<file path="src/hdl/tlbpa_pkg.sv">
// ----------------------------------------------------------------------------
// tlbpa_pkg
// Shared constants, codes and controller/datapath handshake structs for the
// two-level bitmap page allocator.
// ----------------------------------------------------------------------------
package tlbpa_pkg;

    // Default geometry
    localparam int MAX_REGIONS_DEF      = 32;
    localparam int WORDS_PER_REGION_DEF = 32;

    // Fixed field widths
    localparam int OP_W     = 1;
    localparam int PAGE_W   = 15;
    localparam int STATUS_W = 2;
    localparam int CFG_W    = 6;
    localparam int WORD_W   = 32;
    localparam int BIT_W    = 5;
    localparam int WI_W     = PAGE_W - BIT_W;

    localparam logic [CFG_W-1:0]  REGIONS_RESET = 6'd4;
    localparam logic [WORD_W-1:0] ALL_ONES      = 32'hFFFF_FFFF;

    // Operation codes
    localparam logic [OP_W-1:0] OP_ALLOC = 1'b0;
    localparam logic [OP_W-1:0] OP_FREE  = 1'b1;

    // Status codes
    localparam logic [STATUS_W-1:0] ST_OK        = 2'd0;
    localparam logic [STATUS_W-1:0] ST_NO_MEMORY = 2'd1;
    localparam logic [STATUS_W-1:0] ST_BAD_FREE  = 2'd2;

    // Address width for a store of n entries (at least one bit)
    function automatic int addr_w(input int n);
        return (n > 1) ? $clog2(n) : 1;
    endfunction

    // Controller to datapath commands
    typedef struct packed {
        logic clr_step;
        logic capture;
        logic alloc_start;
        logic scan_issue;
        logic alloc_commit;
        logic alloc_fail;
        logic free_read;
        logic free_commit;
        logic load_out;
    } tlbpa_cmd_t;

    // Datapath to controller status
    typedef struct packed {
        logic clr_last;
        logic op_free;
        logic any_region;
        logic hit;
        logic pending;
        logic scan_done;
        logic out_free;
    } tlbpa_sts_t;

endpackage

</file>
<file path="src/hdl/tlbpa_ctrl.sv">
// ----------------------------------------------------------------------------
// tlbpa_ctrl
// Sequencer for the page allocator: bitmap clearing pass after reset, then
// one request at a time (region pick, word scan, bitmap update, response).
// ----------------------------------------------------------------------------
module tlbpa_ctrl (
    input  logic                    clk,
    input  logic                    rst_n,
    input  logic                    in_valid,
    output logic                    in_ready,
    output tlbpa_pkg::tlbpa_cmd_t   cmd,
    input  tlbpa_pkg::tlbpa_sts_t   sts
);

    typedef enum logic [2:0] {
        S_CLEAR,
        S_IDLE,
        S_START,
        S_SCAN,
        S_FREE_CHK,
        S_RESP
    } state_t;

    state_t state_reg;
    state_t state_next;

    assign in_ready = (state_reg == S_IDLE);

    // next state and commands
    always_comb
    begin
        state_next = state_reg;
        cmd        = '0;
        unique case (state_reg)
            S_CLEAR:
            begin
                cmd.clr_step = 1'b1;
                if (sts.clr_last)
                begin
                    state_next = S_IDLE;
                end
            end
            S_IDLE:
            begin
                if (in_valid)
                begin
                    cmd.capture = 1'b1;
                    state_next  = S_START;
                end
            end
            S_START:
            begin
                priority if (sts.op_free)
                begin
                    cmd.free_read = 1'b1;
                    state_next    = S_FREE_CHK;
                end
                else if (sts.any_region)
                begin
                    cmd.alloc_start = 1'b1;
                    state_next      = S_SCAN;
                end
                else
                begin
                    cmd.alloc_fail = 1'b1;
                    state_next     = S_RESP;
                end
            end
            S_SCAN:
            begin
                // word data arrives in the cycle after its address is issued
                priority if (sts.hit)
                begin
                    cmd.alloc_commit = 1'b1;
                    state_next       = S_RESP;
                end
                else if (!sts.scan_done)
                begin
                    cmd.scan_issue = 1'b1;
                end
                else if (!sts.pending)
                begin
                    cmd.alloc_fail = 1'b1;
                    state_next     = S_RESP;
                end
                else
                begin
                    // last word read still in flight
                    state_next = S_SCAN;
                end
            end
            S_FREE_CHK:
            begin
                cmd.free_commit = 1'b1;
                state_next      = S_RESP;
            end
            S_RESP:
            begin
                if (sts.out_free)
                begin
                    cmd.load_out = 1'b1;
                    state_next   = S_IDLE;
                end
            end
            default:
            begin
                state_next = S_IDLE;
            end
        endcase
    end

    // state register
    always_ff @(posedge clk or negedge rst_n)
    begin
        if (!rst_n)
        begin
            state_reg <= S_CLEAR;
        end
        else
        begin
            state_reg <= state_next;
        end
    end

endmodule

</file>
<file path="config.mk">
export PLATFORM = sky130hd
export DESIGN_NAME = tlbpa_ctrl
export DESIGN_NICKNAME = d
export VERILOG_FILES = /design/src/hdl/tlbpa_pkg.sv /design/src/hdl/tlbpa_ctrl.sv
export SDC_FILE = /design/constraint.sdc
export NUM_CORES = 1
export LEC_CHECK = 0
export BUFFER_PORTS_ARGS = -buffer_cell sky130_fd_sc_hd__buf_2
export CAP_MARGIN = 20
export CORE_AREA = 4 4 41 43
export CTS_CLUSTER_DIAMETER = 150
export DETAILED_ROUTE_END_ITERATION = 6
export DIE_AREA = 0 0 45 47
export PLACE_DENSITY_LB_ADDON = 0.2
export SLEW_MARGIN = 20
export SYNTH_ARGS = -nofsm -noshare
export SYNTH_HDL_FRONTEND = slang
export SYNTH_SLANG_ARGS = --single-unit
</file>
<file path="constraint.sdc">
create_clock -name clk -period 3.3 [get_ports clk]
set_input_delay 0.495 -clock clk [delete_from_list [all_inputs] [get_ports clk]]
set_output_delay 0.495 -clock clk [all_outputs]
set_load 0.02 [all_outputs]
</file>
* Word level (Yosys, flattened, before mapping) *
Index checks and enable logic that the tools add are counted.

operators by class
  mux-type cells = 30
  eq/ne operators = 9
  reductions and logical operators = 2

operators with widths
  kind                                                                   number
  3-bit 2-to-1 mux                                                       8
  1-bit 2-to-1 mux                                                       19
  3-bit case mux with 6 select lines                                     1
  3-bit by 2-bit equality test with 1-bit output, second input constant  2
  3-bit equality test, second input constant                             2
  2-bit != test, second input constant                                   3
  4-bit AND reduction                                                    1
  3-bit by 1-bit equality test with 1-bit output, second input constant  1
  3-bit logical NOT                                                      1
  3-bit != test, second input constant                                   1
  2-bit 2-to-1 mux                                                       1
  1-bit case mux with 2 select lines                                     1

word-level totals
  output and inout bits = 10
  register bits after elaboration = 3
  input bits = 10
  logic and storage cells = 42

* Logic depth before layout (Yosys ltp) *
  depth in word-level cells = 4
  gate-level depth with buffers = 6
  depth with buffers taken out = 4

* Worst setup path after synthesis *
No wires, ideal clock.

  path type = register to output
  start = register state_reg[2]
  end = output port cmd[2] in the netlist's numbering
  slack = 1.622 ns
  buffers on the path = 1
  data required time = 2.805 ns
  arrival = 1.183 ns
  stages on the path, launching flop included = 4
  cells stage by stage = dfrtp_1 nand2b_4 buf_6 nor3b_1

RTL lines
  what                      RTL line           text
  start: declaration        tlbpa_ctrl.sv:24   state_t state_reg;
  start signal: assignment  tlbpa_ctrl.sv:121  state_reg <= state_next;
  end: declaration          tlbpa_ctrl.sv:11   output tlbpa_pkg::tlbpa_cmd_t cmd,

==> impl_results.html <==
<table>
<tr><th>Metric</th><th>Value</th></tr>
<tr><th colspan="2">Worst setup path</th></tr>
<tr><td>Setup slack of the most critical reg-to-reg path</td><td>1.97 ns</td></tr>
<tr><td>First element of the critical path</td><td>state_reg[0]$_DFFE_PN0P_</td></tr>
<tr><td>CP arrival</td><td>approximately 1.5 ns</td></tr>
<tr><td>Endpoint kind of the worst setup timing path</td><td>output pin</td></tr>
<tr><td>Crit Reg-Reg Startpoint</td><td>state_reg[0]$_DFFE_PN0P_</td></tr>
<tr><td>Element type at the critical path start</td><td>register</td></tr>
<tr><td>Maximum fanout count along the critical path</td><td>16</td></tr>
<tr><td>Critical path class</td><td>register to output pin</td></tr>
<tr><td>Worst Path Required</td><td>roughly 2.8 ns</td></tr>
<tr><th colspan="2">Routing</th></tr>
<tr><td>Post-detailed-route via-to-cell ratio</td><td>4.65</td></tr>
<tr><td>Wirelength, routed</td><td>877 µm</td></tr>
<tr><td>Number of antenna-violating nets in the routed design</td><td>0</td></tr>
<tr><td>Post-Route M1 WL</td><td>412 µm</td></tr>
<tr><td>Vias</td><td>around 370</td></tr>
<tr><td>Initial DRT Pass Iterations</td><td>3</td></tr>
<tr><td>DRC violations left</td><td>0</td></tr>
<tr><td>Detailed router's first-iteration violation count</td><td>9</td></tr>
<tr><td>Routed length per placed instance</td><td>roughly 11 µm</td></tr>
<tr><td>DR WL met2</td><td>about 400 µm</td></tr>
<tr><td>Top routing layer in use</td><td>met4</td></tr>
<tr><td>Detailed-routed wire length on met3</td><td>roughly 52 µm</td></tr>
<tr><th colspan="2">Layout</th></tr>
<tr><td>Share of post-route cells with drive strength above 1</td><td>40.0%</td></tr>
<tr><td>Fin nets</td><td>between 70 and 80</td></tr>
<tr><td>Most common cell after layout, fill and taps aside</td><td>sky130_fd_sc_hd__buf_2</td></tr>
<tr><td>Layout Area Growth over Synthesis</td><td>33.6%</td></tr>
<tr><td>Design Area, Final</td><td>approximately 450 µm²</td></tr>
<tr><td>Flip-flop count of the largest register after layout</td><td>3</td></tr>
<tr><td>Filler cell count</td><td>~160</td></tr>
<tr><td>Diodes inserted</td><td>0</td></tr>
<tr><td>Most frequent cells in the layout</td><td>sky130_fd_sc_hd__buf_2 (19), sky130_fd_sc_hd__nor2_1 (10), sky130_fd_sc_hd__nand2b_1 (5)</td></tr>
<tr><td>Post-layout instance count excluding filler cells</td><td>80</td></tr>
<tr><th colspan="2">GRT</th></tr>
<tr><td>First-pass GRT wire length</td><td>between 1 and 1.5 mm</td></tr>
<tr><td>Vias in the first global route</td><td>around 370</td></tr>
<tr><td>Initial antenna violation count</td><td>0</td></tr>
<tr><td>Remaining global-route overflow</td><td>0</td></tr>
<tr><td>Largest net degree at the start of global routing</td><td>17</td></tr>
<tr><td>Global-route total usage across every layer</td><td>about a tenth</td></tr>
<tr><th colspan="2">Floorplanning</th></tr>
<tr><td>Die area</td><td>2120 µm²</td></tr>
<tr><td>Core footprint</td><td>around 1300 µm²</td></tr>
<tr><td>Vertical die dimension</td><td>approximately 47 µm</td></tr>
<tr><td>Count of boundary I/O pins</td><td>20</td></tr>
<tr><td>Floorplan die width</td><td>~45 µm</td></tr>
<tr><td>Starting density of the core</td><td>between 20% and 30%</td></tr>
<tr><td>Number of standard-cell rows in the floorplan</td><td>13</td></tr>
<tr><th colspan="2">Power and ir drop</th></tr>
<tr><td>Combinational share of power</td><td>between 50% and 60%</td></tr>
<tr><td>Switching component of the power</td><td>about 0.00017 W</td></tr>
<tr><td>Proportion of total power due to net switching</td><td>just under 50%</td></tr>
<tr><td>Relative contribution of sequential cells to total power</td><td>a little over a quarter</td></tr>
<tr><td>Leak Pwr</td><td>0.218 nW</td></tr>
<tr><td>Cell internal pwr</td><td>around 0.00017 W</td></tr>
<tr><td>Max VDD drop</td><td>between 200 and 300 µV</td></tr>
<tr><td>Pwr Density</td><td>about 770 nW/µm²</td></tr>
<tr><td>Portion of total power attributed to the clock network</td><td>19.4%</td></tr>
<tr><th colspan="2">Flow run</th></tr>
<tr><td>Max capacitance violation total</td><td>0</td></tr>
<tr><th colspan="2">Placed design</th></tr>
<tr><td>Cell area after placement</td><td>~420 µm²</td></tr>
<tr><td>Placed Cells incl. Taps</td><td>76</td></tr>
<tr><td>Number of port buffers</td><td>19</td></tr>
<tr><td>Detailed Place HPWL</td><td>slightly below 700 µm</td></tr>
<tr><td>Weighted congestion at the end of routability-driven global placement</td><td>about 0.74</td></tr>
<tr><td>Dpl ws</td><td>1.55 ns</td></tr>
<tr><th colspan="2">Logic synthesis</th></tr>
<tr><td>Post-synthesis xor/xnor area fraction</td><td>0%</td></tr>
<tr><td>Synth top area share</td><td>between 20% and 30%</td></tr>
<tr><td>Cell variety after synth</td><td>18</td></tr>
<tr><td>Dominant combinational cell family by area after synthesis</td><td>simple AND/OR/NAND/NOR gates</td></tr>
<tr><td>Post-synthesis net count</td><td>between 50 and 60</td></tr>
<tr><td>Number of warnings reported in the yosys synthesis log</td><td>0</td></tr>
<tr><td>Synth area leader</td><td>sky130_fd_sc_hd__dfrtp_1</td></tr>
<tr><td>Synthesized-area fraction occupied by ao, oa, aoi and oai cells</td><td>between 10% and 20%</td></tr>
<tr><td>Proportion of synthesized chip area in sequential cells</td><td>22.4%</td></tr>
<tr><td>Adder-cell area share of the yosys netlist</td><td>0%</td></tr>
<tr><td>Post-synth design cell area</td><td>~340 µm²</td></tr>
<tr><td>Syn_area_per_cell</td><td>between 7 and 8 µm²</td></tr>
<tr><td>Synthesized instance count</td><td>45</td></tr>
<tr><td>Cell types with the largest area share after synthesis</td><td>sky130_fd_sc_hd__dfrtp_1 (22%), sky130_fd_sc_hd__nor2_1 (11%), sky130_fd_sc_hd__nor3b_2 (11%)</td></tr>
<tr><td>Proportion of synthesized area in mux cells</td><td>0%</td></tr>
<tr><td>Simple-gate share of the synthesized area</td><td>approximately 53%</td></tr>
<tr><td>Total of flip-flops plus latches after synthesis</td><td>3</td></tr>
<tr><th colspan="2">Clock tree</th></tr>
<tr><td>Maximum buffer depth of the clock tree</td><td>2</td></tr>
<tr><td>Post-CTS clock slew at the launch and capture registers of the worst setup and hold paths</td><td>about 0.04 ns</td></tr>
<tr><td>Number of gates given a new drive strength after cts</td><td>0</td></tr>
<tr><td>Post-CTS Setup Inserts</td><td>0</td></tr>
<tr><td>Latest clock arrival within the worst-skew pair</td><td>0.24 ns</td></tr>
<tr><td>Total number of clock tree sinks</td><td>3</td></tr>
<tr><td>Clock tree from TritonCTS</td><td>yes</td></tr>
<tr><td>Clock buffers created by TritonCTS</td><td>3</td></tr>
<tr><td>Cell chosen for the clock root</td><td>sky130_fd_sc_hd__clkbuf_4</td></tr>
<tr><td>CTS Hold Buffers Added</td><td>0</td></tr>
<tr><td>H-tree level count</td><td>1</td></tr>
<tr><th colspan="2">Timing</th></tr>
<tr><td>Post-route fraction of the period consumed by the critical path</td><td>around 60%</td></tr>
<tr><td>Setup-failing EPs final</td><td>0</td></tr>
<tr><td>Final number of hold-violating endpoints</td><td>0</td></tr>
<tr><td>Top achievable clock speed</td><td>roughly 0.5 GHz</td></tr>
<tr><td>Setup TNS after final layout</td><td>0 ns</td></tr>
<tr><td>Min Tclk post-route</td><td>just under 2 ns</td></tr>
<tr><td>Transition time at the pin with the least slew margin</td><td>0.470 ns</td></tr>
<tr><td>Post-Route Skew</td><td>0.00364 ns</td></tr>
<tr><td>Final max-slew violation count</td><td>0</td></tr>
<tr><td>Unrepaired setup endpoints after global routing</td><td>no</td></tr>
<tr><td>Final Hold Slack</td><td>around 0.039 ns</td></tr>
<tr><td>Minimum setup slack in the final design</td><td>1.31 ns</td></tr>
<tr><td>Slew headroom</td><td>between 60% and 70%</td></tr>
<tr><th colspan="2">Status</th></tr>
<tr><td>Run status</td><td>completed</td></tr>
<tr><th colspan="2">Min path</th></tr>
<tr><td>Worst min path class</td><td>primary input to asynchronous set/reset pin</td></tr>
</table>
==> kinds of logic (layout without fill, tap and decap cells) <==
| kind of cell | Yosys count | in the layout |
|---|---|---|
| AO/OA/AOI/OAI | 10 | 10 |
| buffers and inverters | 3 | 23 |
| flip-flops | 3 | 3 |
| AND/OR/NAND/NOR | 29 | 29 |
==> routing by layer <==
| metal | up-vias | GRT usage (%) |
|---|---|---|
| met4 | 0 | 10.5 |
| met3 | 3 | 1.15 |
| met5 | - | 0 |
| li1 | 196 | - |
| met2 | 14 | 13.6 |
| met1 | 159 | 11.6 |
==> cell type report <==
class	count	area (µm²)	area share, %
tap	15	18.8	4.19
sequential	3	75.1	16.8
clock buffer	4	26.3	5.87
multi-input combinational	39	233	52.0
timing repair buffer	19	95.1	21.2
==> cell usage after synthesis (all sizes together) <==
cell type / instances
o221ai: 1
o21ai: 3
a31oi: 1
nor3b: 4
nand2: 2
o22ai: 1
a21oi: 4
nor2: 10
nor3: 3
dfrtp: 3
nand3b: 1
nor2b: 3
nand2b: 6
buf: 3
==> stage by stage <==
step | power, W | utilization [%]
4_1_cts | 0.000351 | 34.4
6_report | 0.000346 | 34.4
5_1_grt | 0.000378 | 34.4
3_3_place_gp | 0.000284 | 32.4
3_5_place_dp | 0.000282 | 32.4
2_1_floorplan | 0.000247 | -
==> worst max-delay path: stages (launching register included) <==
cell and delay [ns]:
sky130_fd_sc_hd__dfrtp_1 0.62, sky130_fd_sc_hd__nor3b_2 0.28, sky130_fd_sc_hd__nor2b_1 0.17, sky130_fd_sc_hd__buf_2 0.18
==> power groups by stage <==
stage / combinational (W) / clock (W) / sequential (W)
CTS: 0.000190 / 0.0000688 / 0.0000927
global route: 0.000208 / 0.0000735 / 0.0000965
floorplan: 0.000183 / 0 / 0.0000638
global placement: 0.000190 / 0 / 0.0000937
finish: 0.000187 / 0.0000669 / 0.0000918
detailed placement: 0.000189 / 0 / 0.0000929
==> path summary, 6_finish.rpt <==
kind | endpoint | cells after the start
min in group clk | state_reg[0]$_DFFE_PN0P_ | 1
min reg2reg | state_reg[0]$_DFFE_PN0P_ | 1
max | cmd[5] | 3
min | state_reg[0]$_DFFE_PN0P_ | 1
max in group asynchronous | state_reg[1]$_DFFE_PN0P_ | 1
max reg2reg | state_reg[2]$_DFFE_PN0P_ | 4
(Power assumes the default switching activity.)
